--- config.mk ---
export PLATFORM = sky130hd
export DESIGN_NAME = stereo_enhancer_filter_chain
export DESIGN_NICKNAME = d
export VERILOG_FILES = /design/src/rtl/core/sefc_pkg.sv /design/src/rtl/core/stereo_enhancer_filter_chain.sv /design/src/rtl/core/sefc_datapath.sv /design/src/rtl/core/sefc_controller.sv
export SDC_FILE = /design/constraint.sdc
export NUM_CORES = 2
export LEC_CHECK = 0
export BUFFER_PORTS_ARGS = -buffer_cell sky130_fd_sc_hd__clkbuf_2
export CAP_MARGIN = 20
export CORE_UTILIZATION = 50
export CTS_BUF_LIST = sky130_fd_sc_hd__clkbuf_8
export CTS_CLUSTER_DIAMETER = 80
export DETAILED_ROUTE_END_ITERATION = 10
export GPL_ROUTABILITY_DRIVEN = 0
export PLACE_DENSITY = 0.71
export REMOVE_ABC_BUFFERS = 1
export SYNTH_ARGS = -nofsm -noshare
export SYNTH_HDL_FRONTEND = slang
export SYNTH_SLANG_ARGS = --single-unit
--- constraint.sdc ---
create_clock -name clk -period 11 [get_ports clk]
set_input_delay 1.1 -clock clk [delete_from_list [all_inputs] [get_ports clk]]
set_output_delay 1.1 -clock clk [all_outputs]
set_load 0.02 [all_outputs]
--- src/rtl/core/sefc_pkg.sv ---
package sefc_pkg;

    // Fixed formats of the gain words and of the filter state.
    localparam int GAIN_WIDTH = 18;
    localparam int GAIN_FRAC = 14;
    localparam int STATE_WIDTH = 32;
    localparam int CFG_INDEX_WIDTH = 3;

    typedef logic [CFG_INDEX_WIDTH-1:0] cfg_index_t;

    // Configuration register indexes.
    localparam cfg_index_t REG_HP_LEFT = 3'd0;
    localparam cfg_index_t REG_HP_RIGHT = 3'd1;
    localparam cfg_index_t REG_LP_LEFT = 3'd2;
    localparam cfg_index_t REG_LP_RIGHT = 3'd3;
    localparam cfg_index_t REG_LOW_SHELF = 3'd4;
    localparam cfg_index_t REG_HIGH_SHELF = 3'd5;
    localparam cfg_index_t REG_DRIVE_TRIM = 3'd6;
    localparam cfg_index_t REG_MIX_LEVEL = 3'd7;

    // Filter section within one channel; also the low bits of the state index.
    typedef enum logic [1:0] {
        SEC_HP = 2'd0,
        SEC_LP = 2'd1,
        SEC_LS = 2'd2,
        SEC_HS = 2'd3
    } sec_t;

    // Multiplier operand A source.
    typedef enum logic [1:0] {
        A_CUR = 2'd0,
        A_X1 = 2'd1,
        A_Y1 = 2'd2
    } a_sel_t;

    // Multiplier operand B source.
    typedef enum logic [2:0] {
        B_B0 = 3'd0,
        B_B1 = 3'd1,
        B_A1 = 3'd2,
        B_DRIVE = 3'd3,
        B_TRIM = 3'd4,
        B_MIX = 3'd5,
        B_LEVEL = 3'd6
    } b_sel_t;

    typedef enum logic [1:0] {
        ACC_HOLD = 2'd0,
        ACC_LOAD = 2'd1,
        ACC_ADD = 2'd2
    } acc_op_t;

    // Write-back operation that closes a section or a gain step.
    typedef enum logic [2:0] {
        FIN_NONE = 3'd0,
        FIN_SEC = 3'd1,
        FIN_CLAMP = 3'd2,
        FIN_GAIN = 3'd3,
        FIN_MIX_ADD = 3'd4,
        FIN_OUT = 3'd5
    } fin_op_t;

    // Command bundle from the controller to the datapath.
    typedef struct packed {
        logic    capture;
        logic    load;
        logic    ch;
        sec_t    sec;
        a_sel_t  a_sel;
        b_sel_t  b_sel;
        acc_op_t acc_op;
        fin_op_t fin_op;
        logic    publish;
    } sefc_cmd_t;

endpackage

--- src/rtl/core/stereo_enhancer_filter_chain.sv ---
// The block takes one frame at a time: a new input beat is accepted only when idle,
// once the previous frame has gone to the output register. One shared multiplier runs
// all 32 products of the two channels (filter sections and gain steps) in turn.
// Reset (rst_n, asynchronous, active low) zeroes all configuration registers and
// all filter state, and leaves the block idle with no result pending.
module stereo_enhancer_filter_chain
    import sefc_pkg::*;
#(
    parameter int SAMPLE_WIDTH = 24,
    parameter int COEF_WIDTH = 18
)
(
    input  logic                           clk,
    input  logic                           rst_n,
    input  logic                           write_enable,
    input  cfg_index_t                     write_index,
    input  logic [3*COEF_WIDTH-1:0]        write_data,
    input  logic                           in_valid,
    output logic                           in_ready,
    input  logic signed [SAMPLE_WIDTH-1:0] left_sample,
    input  logic signed [SAMPLE_WIDTH-1:0] right_sample,
    output logic                           out_valid,
    input  logic                           out_ready,
    output logic signed [SAMPLE_WIDTH-1:0] left_result,
    output logic signed [SAMPLE_WIDTH-1:0] right_result
);

    sefc_cmd_t cmd;

    sefc_controller u_ctrl (
        .clk       (clk),
        .rst_n     (rst_n),
        .in_valid  (in_valid),
        .in_ready  (in_ready),
        .out_valid (out_valid),
        .out_ready (out_ready),
        .cmd       (cmd)
    );

    sefc_datapath #(
        .SAMPLE_WIDTH (SAMPLE_WIDTH),
        .COEF_WIDTH   (COEF_WIDTH)
    ) u_dp (
        .clk          (clk),
        .rst_n        (rst_n),
        .write_enable (write_enable),
        .write_index  (write_index),
        .write_data   (write_data),
        .left_sample  (left_sample),
        .right_sample (right_sample),
        .cmd          (cmd),
        .left_result  (left_result),
        .right_result (right_result)
    );

    // A finished frame is only moved to the output when the output register is free.
    assert property (@(posedge clk) disable iff (!rst_n)
        cmd.publish |-> (!out_valid || out_ready))
        else $error("frame published over a pending result beat");

    // A new input beat is never taken while a section or gain step writes back.
    assert property (@(posedge clk) disable iff (!rst_n)
        (in_valid && in_ready) |-> (cmd.fin_op == FIN_NONE))
        else $error("input beat accepted during datapath write-back");

    // Once a frame is taken, the block is busy on the next cycle.
    assert property (@(posedge clk) disable iff (!rst_n)
        (in_valid && in_ready) |=> !in_ready)
        else $error("input still ready right after accepting a beat");

    // Publishing a frame raises the output beat on the next cycle.
    assert property (@(posedge clk) disable iff (!rst_n)
        cmd.publish |=> out_valid)
        else $error("published frame not offered on the output");

endmodule

--- src/rtl/core/sefc_datapath.sv ---
module sefc_datapath
    import sefc_pkg::*;
#(
    parameter int SAMPLE_WIDTH = 24,
    parameter int COEF_WIDTH = 18
)
(
    input  logic                           clk,
    input  logic                           rst_n,
    input  logic                           write_enable,
    input  cfg_index_t                     write_index,
    input  logic [3*COEF_WIDTH-1:0]        write_data,
    input  logic signed [SAMPLE_WIDTH-1:0] left_sample,
    input  logic signed [SAMPLE_WIDTH-1:0] right_sample,
    input  sefc_cmd_t                      cmd,
    output logic signed [SAMPLE_WIDTH-1:0] left_result,
    output logic signed [SAMPLE_WIDTH-1:0] right_result
);

    localparam int MulWidth = (COEF_WIDTH > GAIN_WIDTH) ? COEF_WIDTH : GAIN_WIDTH;
    localparam int ProdWidth = STATE_WIDTH + MulWidth;
    localparam int AccWidth = ProdWidth + 2;
    localparam int CoefFrac = COEF_WIDTH - 2;
    localparam int CfgWidth = 3 * COEF_WIDTH;
    localparam int SectionCount = 8;

    localparam logic signed [AccWidth-1:0] SecHalf = AccWidth'(1) <<< (CoefFrac - 1);
    localparam logic signed [AccWidth-1:0] GainHalf = AccWidth'(1) <<< (GAIN_FRAC - 1);
    localparam logic signed [AccWidth-1:0] StateMax =
        (AccWidth'(1) <<< (STATE_WIDTH - 1)) - AccWidth'(1);
    localparam logic signed [AccWidth-1:0] StateMin = -(AccWidth'(1) <<< (STATE_WIDTH - 1));
    localparam logic signed [AccWidth-1:0] OneVal = AccWidth'(1) <<< (SAMPLE_WIDTH - 1);
    localparam logic signed [AccWidth-1:0] NegOne = -OneVal;
    localparam logic signed [AccWidth-1:0] OutMax = OneVal - AccWidth'(1);

    localparam logic signed [STATE_WIDTH:0] SumMax = (STATE_WIDTH+1)'(StateMax);
    localparam logic signed [STATE_WIDTH:0] SumMin = (STATE_WIDTH+1)'(StateMin);

    // Configuration registers.
    logic [CfgWidth-1:0]     hp_left_reg, hp_right_reg, lp_left_reg, lp_right_reg;
    logic [CfgWidth-1:0]     low_shelf_reg, high_shelf_reg;
    logic [2*GAIN_WIDTH-1:0] drive_trim_reg, mix_level_reg;

    // Filter state: previous input and output of every section of both channels.
    logic signed [STATE_WIDTH-1:0] last_in_reg [SectionCount];
    logic signed [STATE_WIDTH-1:0] last_out_reg [SectionCount];

    // Working registers.
    logic signed [SAMPLE_WIDTH-1:0] in_left_reg, in_right_reg;
    logic signed [STATE_WIDTH-1:0]  cur_reg, cur_next;
    logic signed [STATE_WIDTH-1:0]  dry_reg;
    logic signed [ProdWidth-1:0]    prod_reg;
    logic signed [AccWidth-1:0]     acc_reg, acc_next;
    logic signed [SAMPLE_WIDTH-1:0] stage_left_reg, stage_right_reg;
    logic signed [SAMPLE_WIDTH-1:0] left_result_reg, right_result_reg;

    logic [2:0]                    state_idx;
    logic [CfgWidth-1:0]           coef_set;
    logic signed [COEF_WIDTH-1:0]  coef_b0, coef_b1, coef_a1;
    logic signed [GAIN_WIDTH-1:0]  gain_drive, gain_trim, gain_mix, gain_level;
    logic signed [STATE_WIDTH-1:0] mul_a;
    logic signed [MulWidth-1:0]    mul_b;
    logic signed [ProdWidth-1:0]   prod_next;
    logic signed [AccWidth-1:0]    sec_rnd, gain_rnd, rnd_val, lim_val;
    logic signed [STATE_WIDTH-1:0] sat_val, mix_sat, in_ext;
    logic signed [SAMPLE_WIDTH-1:0] out_val;
    logic signed [STATE_WIDTH:0]   mix_sum;

    assign state_idx = {cmd.ch, cmd.sec};

    // Coefficient set of the active section.
    always_comb
    begin
        case (cmd.sec)
            SEC_HP:  coef_set = cmd.ch ? hp_right_reg : hp_left_reg;
            SEC_LP:  coef_set = cmd.ch ? lp_right_reg : lp_left_reg;
            SEC_LS:  coef_set = low_shelf_reg;
            SEC_HS:  coef_set = high_shelf_reg;
            default: coef_set = low_shelf_reg;
        endcase
    end

    assign coef_b0 = coef_set[3*COEF_WIDTH-1:2*COEF_WIDTH];
    assign coef_b1 = coef_set[2*COEF_WIDTH-1:COEF_WIDTH];
    assign coef_a1 = coef_set[COEF_WIDTH-1:0];
    assign gain_drive = drive_trim_reg[2*GAIN_WIDTH-1:GAIN_WIDTH];
    assign gain_trim = drive_trim_reg[GAIN_WIDTH-1:0];
    assign gain_mix = mix_level_reg[2*GAIN_WIDTH-1:GAIN_WIDTH];
    assign gain_level = mix_level_reg[GAIN_WIDTH-1:0];

    // Operand selection for the shared multiplier.
    always_comb
    begin
        case (cmd.a_sel)
            A_X1:    mul_a = last_in_reg[state_idx];
            A_Y1:    mul_a = last_out_reg[state_idx];
            default: mul_a = cur_reg;
        endcase
        case (cmd.b_sel)
            B_B0:    mul_b = MulWidth'(coef_b0);
            B_B1:    mul_b = MulWidth'(coef_b1);
            B_A1:    mul_b = MulWidth'(coef_a1);
            B_DRIVE: mul_b = MulWidth'(gain_drive);
            B_TRIM:  mul_b = MulWidth'(gain_trim);
            B_MIX:   mul_b = MulWidth'(gain_mix);
            B_LEVEL: mul_b = MulWidth'(gain_level);
            default: mul_b = MulWidth'(gain_level);
        endcase
    end

    assign prod_next = ProdWidth'(mul_a) * ProdWidth'(mul_b);

    // Accumulator for the three products of a section.
    always_comb
    begin
        case (cmd.acc_op)
            ACC_LOAD: acc_next = AccWidth'(prod_reg);
            ACC_ADD:  acc_next = acc_reg + AccWidth'(prod_reg);
            default:  acc_next = acc_reg;
        endcase
    end

    // Round half up back to the sample scale.
    assign sec_rnd = (acc_reg + SecHalf) >>> CoefFrac;
    assign gain_rnd = (AccWidth'(prod_reg) + GainHalf) >>> GAIN_FRAC;

    // Optional clamp to +-1, then state-range saturation; out_val saturates to sample range.
    always_comb
    begin
        rnd_val = (cmd.fin_op == FIN_SEC) ? sec_rnd : gain_rnd;
        lim_val = rnd_val;
        if (cmd.fin_op == FIN_CLAMP)
        begin
            if (rnd_val > OneVal)
                lim_val = OneVal;
            else if (rnd_val < NegOne)
                lim_val = NegOne;
        end
        if (lim_val > StateMax)
            sat_val = STATE_WIDTH'(StateMax);
        else if (lim_val < StateMin)
            sat_val = STATE_WIDTH'(StateMin);
        else
            sat_val = STATE_WIDTH'(lim_val);
        if (rnd_val > OutMax)
            out_val = SAMPLE_WIDTH'(OutMax);
        else if (rnd_val < NegOne)
            out_val = SAMPLE_WIDTH'(NegOne);
        else
            out_val = SAMPLE_WIDTH'(rnd_val);
    end

    // Dry plus wet sum, saturated.
    assign mix_sum = (STATE_WIDTH+1)'(dry_reg) + (STATE_WIDTH+1)'(cur_reg);
    always_comb
    begin
        if (mix_sum > SumMax)
            mix_sat = STATE_WIDTH'(SumMax);
        else if (mix_sum < SumMin)
            mix_sat = STATE_WIDTH'(SumMin);
        else
            mix_sat = STATE_WIDTH'(mix_sum);
    end

    // Next value of the running signal.
    assign in_ext = cmd.ch ? STATE_WIDTH'(in_right_reg) : STATE_WIDTH'(in_left_reg);
    always_comb
    begin
        cur_next = cur_reg;
        if (cmd.load)
            cur_next = in_ext;
        case (cmd.fin_op)
            FIN_SEC, FIN_CLAMP, FIN_GAIN: cur_next = sat_val;
            FIN_MIX_ADD:                  cur_next = mix_sat;
            default:                      ;
        endcase
    end

    // Configuration and filter state, cleared by reset.
    always_ff @(posedge clk or negedge rst_n)
    begin
        if (!rst_n)
        begin
            hp_left_reg <= '0;
            hp_right_reg <= '0;
            lp_left_reg <= '0;
            lp_right_reg <= '0;
            low_shelf_reg <= '0;
            high_shelf_reg <= '0;
            drive_trim_reg <= '0;
            mix_level_reg <= '0;
            for (int i = 0; i < SectionCount; i++)
            begin
                last_in_reg[i] <= '0;
                last_out_reg[i] <= '0;
            end
        end
        else
        begin
            if (write_enable)
            begin
                case (write_index)
                    REG_HP_LEFT:    hp_left_reg <= write_data;
                    REG_HP_RIGHT:   hp_right_reg <= write_data;
                    REG_LP_LEFT:    lp_left_reg <= write_data;
                    REG_LP_RIGHT:   lp_right_reg <= write_data;
                    REG_LOW_SHELF:  low_shelf_reg <= write_data;
                    REG_HIGH_SHELF: high_shelf_reg <= write_data;
                    REG_DRIVE_TRIM: drive_trim_reg <= write_data[2*GAIN_WIDTH-1:0];
                    REG_MIX_LEVEL:  mix_level_reg <= write_data[2*GAIN_WIDTH-1:0];
                    default:        ;
                endcase
            end
            if (cmd.fin_op == FIN_SEC)
            begin
                last_in_reg[state_idx] <= cur_reg;
                last_out_reg[state_idx] <= sat_val;
            end
        end
    end

    // Payload registers.
    always_ff @(posedge clk)
    begin
        if (cmd.capture)
        begin
            in_left_reg <= left_sample;
            in_right_reg <= right_sample;
        end
        if (cmd.load)
            dry_reg <= in_ext;
        cur_reg <= cur_next;
        prod_reg <= prod_next;
        acc_reg <= acc_next;
        if (cmd.fin_op == FIN_OUT)
        begin
            if (cmd.ch)
                stage_right_reg <= out_val;
            else
                stage_left_reg <= out_val;
        end
        if (cmd.publish)
        begin
            left_result_reg <= stage_left_reg;
            right_result_reg <= stage_right_reg;
        end
    end

    assign left_result = left_result_reg;
    assign right_result = right_result_reg;

endmodule

--- src/rtl/core/sefc_controller.sv ---
module sefc_controller
    import sefc_pkg::*;
(
    input  logic      clk,
    input  logic      rst_n,
    input  logic      in_valid,
    output logic      in_ready,
    output logic      out_valid,
    input  logic      out_ready,
    output sefc_cmd_t cmd
);

    typedef enum logic [3:0] {
        ST_IDLE,
        ST_LOAD,
        ST_M0,
        ST_M1,
        ST_M2,
        ST_ACC,
        ST_SFIN,
        ST_GMUL,
        ST_GFIN,
        ST_ADD,
        ST_DONE
    } state_t;

    typedef enum logic [2:0] {
        PH_HP,
        PH_DRIVE,
        PH_TRIM,
        PH_LP,
        PH_MIX,
        PH_LS,
        PH_HS,
        PH_LEVEL
    } phase_t;

    state_t state_reg, state_next;
    phase_t phase_reg, phase_next;
    logic   ch_reg, ch_next;
    logic   out_valid_reg, out_valid_next;
    logic   publish;

    assign in_ready = (state_reg == ST_IDLE);
    assign out_valid = out_valid_reg;
    assign publish = (state_reg == ST_DONE) && (!out_valid_reg || out_ready);

    // Sequencing through the sections and gain steps of each channel.
    always_comb
    begin
        state_next = state_reg;
        phase_next = phase_reg;
        ch_next = ch_reg;
        case (state_reg)
            ST_IDLE:
            begin
                if (in_valid)
                begin
                    state_next = ST_LOAD;
                    ch_next = 1'b0;
                end
            end
            ST_LOAD:
            begin
                phase_next = PH_HP;
                state_next = ST_M0;
            end
            ST_M0:   state_next = ST_M1;
            ST_M1:   state_next = ST_M2;
            ST_M2:   state_next = ST_ACC;
            ST_ACC:  state_next = ST_SFIN;
            ST_SFIN:
            begin
                case (phase_reg)
                    PH_HP:
                    begin
                        phase_next = PH_DRIVE;
                        state_next = ST_GMUL;
                    end
                    PH_LP:
                    begin
                        phase_next = PH_MIX;
                        state_next = ST_GMUL;
                    end
                    PH_LS:
                    begin
                        phase_next = PH_HS;
                        state_next = ST_M0;
                    end
                    default:
                    begin
                        phase_next = PH_LEVEL;
                        state_next = ST_GMUL;
                    end
                endcase
            end
            ST_GMUL: state_next = ST_GFIN;
            ST_GFIN:
            begin
                case (phase_reg)
                    PH_DRIVE:
                    begin
                        phase_next = PH_TRIM;
                        state_next = ST_GMUL;
                    end
                    PH_TRIM:
                    begin
                        phase_next = PH_LP;
                        state_next = ST_M0;
                    end
                    PH_MIX:
                        state_next = ST_ADD;
                    default:
                    begin
                        if (ch_reg)
                            state_next = ST_DONE;
                        else
                        begin
                            ch_next = 1'b1;
                            state_next = ST_LOAD;
                        end
                    end
                endcase
            end
            ST_ADD:
            begin
                phase_next = PH_LS;
                state_next = ST_M0;
            end
            ST_DONE:
            begin
                if (publish)
                    state_next = ST_IDLE;
            end
            default: state_next = ST_IDLE;
        endcase

        if (publish)
            out_valid_next = 1'b1;
        else if (out_ready)
            out_valid_next = 1'b0;
        else
            out_valid_next = out_valid_reg;
    end

    // Command decode.
    always_comb
    begin
        cmd = '0;
        cmd.capture = in_valid && (state_reg == ST_IDLE);
        cmd.load = (state_reg == ST_LOAD);
        cmd.ch = ch_reg;
        cmd.publish = publish;
        cmd.a_sel = A_CUR;
        cmd.acc_op = ACC_HOLD;
        cmd.fin_op = FIN_NONE;
        case (phase_reg)
            PH_LP:   cmd.sec = SEC_LP;
            PH_LS:   cmd.sec = SEC_LS;
            PH_HS:   cmd.sec = SEC_HS;
            default: cmd.sec = SEC_HP;
        endcase
        case (phase_reg)
            PH_DRIVE: cmd.b_sel = B_DRIVE;
            PH_TRIM:  cmd.b_sel = B_TRIM;
            PH_MIX:   cmd.b_sel = B_MIX;
            default:  cmd.b_sel = B_LEVEL;
        endcase
        case (state_reg)
            ST_M0:
                cmd.b_sel = B_B0;
            ST_M1:
            begin
                cmd.a_sel = A_X1;
                cmd.b_sel = B_B1;
                cmd.acc_op = ACC_LOAD;
            end
            ST_M2:
            begin
                cmd.a_sel = A_Y1;
                cmd.b_sel = B_A1;
                cmd.acc_op = ACC_ADD;
            end
            ST_ACC:
                cmd.acc_op = ACC_ADD;
            ST_SFIN:
                cmd.fin_op = FIN_SEC;
            ST_GFIN:
            begin
                case (phase_reg)
                    PH_DRIVE: cmd.fin_op = FIN_CLAMP;
                    PH_LEVEL: cmd.fin_op = FIN_OUT;
                    default:  cmd.fin_op = FIN_GAIN;
                endcase
            end
            ST_ADD:
                cmd.fin_op = FIN_MIX_ADD;
            default: ;
        endcase
    end

    // State and registered outputs.
    always_ff @(posedge clk or negedge rst_n)
    begin
        if (!rst_n)
        begin
            state_reg <= ST_IDLE;
            phase_reg <= PH_HP;
            ch_reg <= 1'b0;
            out_valid_reg <= 1'b0;
        end
        else
        begin
            state_reg <= state_next;
            phase_reg <= phase_next;
            ch_reg <= ch_next;
            out_valid_reg <= out_valid_next;
        end
    end

endmodule

==> metrics.csv <==
stage,metric,value,unit
clock_network,cts_sinks,1219,
sta,worstMarginPinSlew,1.20,ns
setup_path,path_class,register to register,
yosys,synthSimpleGateAreaFrac,10.2,%
sta,finalClockSkew,0.0834,ns
yosys,seq_area_frac_synth,40.2,%
setup_path,cp_slowest_cell,a22oi_1,
yosys,syn_avg_cell_area,10.6,um^2
global_routing,grt_use_met2,46.0,%
yosys,synth_adder_area_share,17.5,%
yosys,ys_types,90,
die,io_pins,160,
run,maxCapViolCount,0,
global_routing,grt_start_max_net_pins,183,
sta,fin_tns_setup,0,ns
clock_network,htreeDepth,4,
global_routing,grtUsageTotal,29.2,%
die,die_y,398,um
setup_path,cp_data_required_time,11.79,ns
die,initial_core_util,50.6,%
yosys,async_reset_ff_share,75.2,%
global_routing,grt_antenna_before_repair,10,
setup_path,crit_top_cell,fa_1,
yosys,ys_ff_latch,1219,
sta,slew_viol_final,0,
clock_network,cts_tree,done,
yosys,syn-cell-area,0.0784,mm^2
global_routing,grt_pass1_wl,356000,um
routing,detail-route-antenna-nets,0,
sta,setup_viol,0,
final_layout,layout-drive-gt1-share,19.2,%
clock_network,post-cts-setup-buffer-count,0,
clock_network,cts_buffer_depth,3,
setup_path,critPathMaxStageDelay,0.85,ns
run_status,status,"finished, final reports clean",
setup_path,crit_family,compound AO/OA/AOI/OAI gates,
die,coreArea,0.155,mm^2
global_routing,gr-max-usage-layer,met2,
die,fp.dieArea,0.158,mm^2
sta,fmax,97.3,MHz
clock_network,cts_hold_buf,0,
sta,setup_slack,0.718,ns
yosys,syn_inst,7378,
placement,dpl.hpwl,158000,um
setup_path,crit_start,u_ctrl.phase_reg[0],
clock_network,clockRootBuffer,clkbuf_8,
yosys,synth_mux_area_share,12.4,%
sta,fin_crit_sh,93.5,%
sta,final-hold-violation-count,0,
setup_path,cp-start-kind,register,
yosys,yosys_warnings,0,
yosys,synth_top_family_by_area,adder cells,
global_routing,grt_overflow,0,
routing,drc_errors,0,
routing,drt_iter0_markers,6197,
sta,rsz0062_at_grt,no,
routing,routed_via_density,6.11,
die,die_w,398,um
setup_path,rrSetupSlack,0.72,ns
sta,slew_headroom,17.5,%
final_layout,nFillCells,13104,
routing,routedWlPerCell,23.9,um
setup_path,path_buf_inv,4,
clock_network,numCtsBuffers,199,
setup_path,end_kind,register,
global_routing,globalRouteMet3Util,5.51,%
final_layout,syn2layout_area_growth,9.82,%
die,rows,144,
clock_network,clock_latency,0.97,ns
routing,drt_wl_total,232000,um
routing,firstDrtPassIters,8,
routing,detailroute.via_count,59251,
final_layout,final_nets,8350,
placement,dp_slack,0.742,ns
setup_path,arrival,11.07,ns
worst_hold_path,hold_path_class,input port to asynchronous set/reset pin,
final_layout,final_common_cell,dfrtp_1,
final_layout,fin_util,55.6,%
yosys,synth_edf_count,252,
setup_path,worstPathMaxFanout,22,
yosys,synthXorXnorAreaFrac,1.89,%
sta,hold_slack,0.215,ns
yosys,yosys_most_used_dff,dfrtp_1,
setup_path,worstReg2RegStart,u_ctrl.phase_reg[0],
placement,io_buffers,159,
sta,period_needed,10.28,ns
global_routing,grt_pass1_vias,59902,
yosys,synth_compound_area_share,12.1,%
final_layout,layout_common_cells,"dfrtp_1 (916), inv_1 (794), nand2_1 (790)",
global_routing,met1_usage,38.8,%
clock_network,cts.clk_slew.worst_paths,0.07,ns
## layer usage
metal / wire length (um) / part of all wire [%]
met1: 93000 / 40
met2: 107000 / 46
met3: 19900 / 8.6
met4: 11800 / 5.1
met5: 28 / 0.012
## cells by family after synthesis
kind of cell / count (synthesis)
buffers and inverters: 1180
AOI/OAI and AO/OA: 1421
muxes: 880
and+or+nand+nor: 1743
DFF: 1219
adders and majority gates: 766
xor gates and xnor gates: 169
## worst paths after layout
check                                   endpoint  depth (start not counted)
setup / recovery               u_dp.prod_reg[49]                         29
hold / removal             u_dp.last_in_reg[221]                          1
setup reg to reg               u_dp.prod_reg[49]                         29
hold reg to reg            u_dp.right_result[13]                          0
max in group asynchronous          u_ctrl.ch_reg                          3
min in group clk           u_dp.in_right_reg[12]                          1
## per-stage QoR
step	instance area (um^2)	std cells
5_1_grt	86100	9690
3_5_place_dp	81900	9311
2_1_floorplan	76700	6924
3_3_place_gp	81900	9309
6_report	86100	9690
4_1_cts	86000	9681
## layout make-up
cell class | count | area [um^2] | area share, %
well taps | 2044 | 2560 | 2.97
flip-flops and latches | 1219 | 31500 | 36.6
multi-input cells | 4979 | 42800 | 49.6
clock inverters | 130 | 781 | 0.906
inverters | 726 | 2730 | 3.17
diodes | 3 | 7.51 | 0.00872
repair buffers | 349 | 2480 | 2.88
clock buffers | 240 | 3300 | 3.83
## synth_stat cells (31+ instances only)
| cell | instances | share of area (%) |
|---|---|---|
| ha_1 | 210 | 3.3 |
| mux2_2 | 712 | 10 |
| nor3_1 | 99 | 0.63 |
| dfrtp_1 | 917 | 29 |
| xor2_1 | 56 | 0.63 |
| a21o_1 | 106 | 1.0 |
| o211ai_1 | 265 | 2.5 |
| buf_1 | 63 | 0.30 |
| nor2b_1 | 77 | 0.61 |
| edfxtp_1 | 252 | 9.6 |
| a222oi_1 | 54 | 0.69 |
| a21oi_1 | 281 | 1.8 |
| clkbuf_1 | 360 | 1.7 |
| nand2b_1 | 71 | 0.57 |
| o21ai_0 | 256 | 1.6 |
| nand3_1 | 97 | 0.62 |
| xnor2_1 | 113 | 1.3 |
| o2111ai_1 | 31 | 0.35 |
| and3_1 | 35 | 0.28 |
| a211oi_1 | 60 | 0.57 |
| fa_1 | 556 | 14 |
| inv_1 | 723 | 3.5 |
| nand4_1 | 38 | 0.30 |
| dfxtp_1 | 50 | 1.3 |
| o22ai_1 | 109 | 0.87 |
| mux2i_1 | 168 | 2.1 |
| nand2_1 | 795 | 3.8 |
| nor2_1 | 353 | 1.7 |
## what timing repair did
item,4_1_cts,5_1_grt
endpoints found under the setup margin,0,5
gates resized for setup,0,1
hold endpoints to repair,0,0
Power is not shown: default switching activity piles up to over one toggle a cycle in this logic, so the estimate is an artifact.
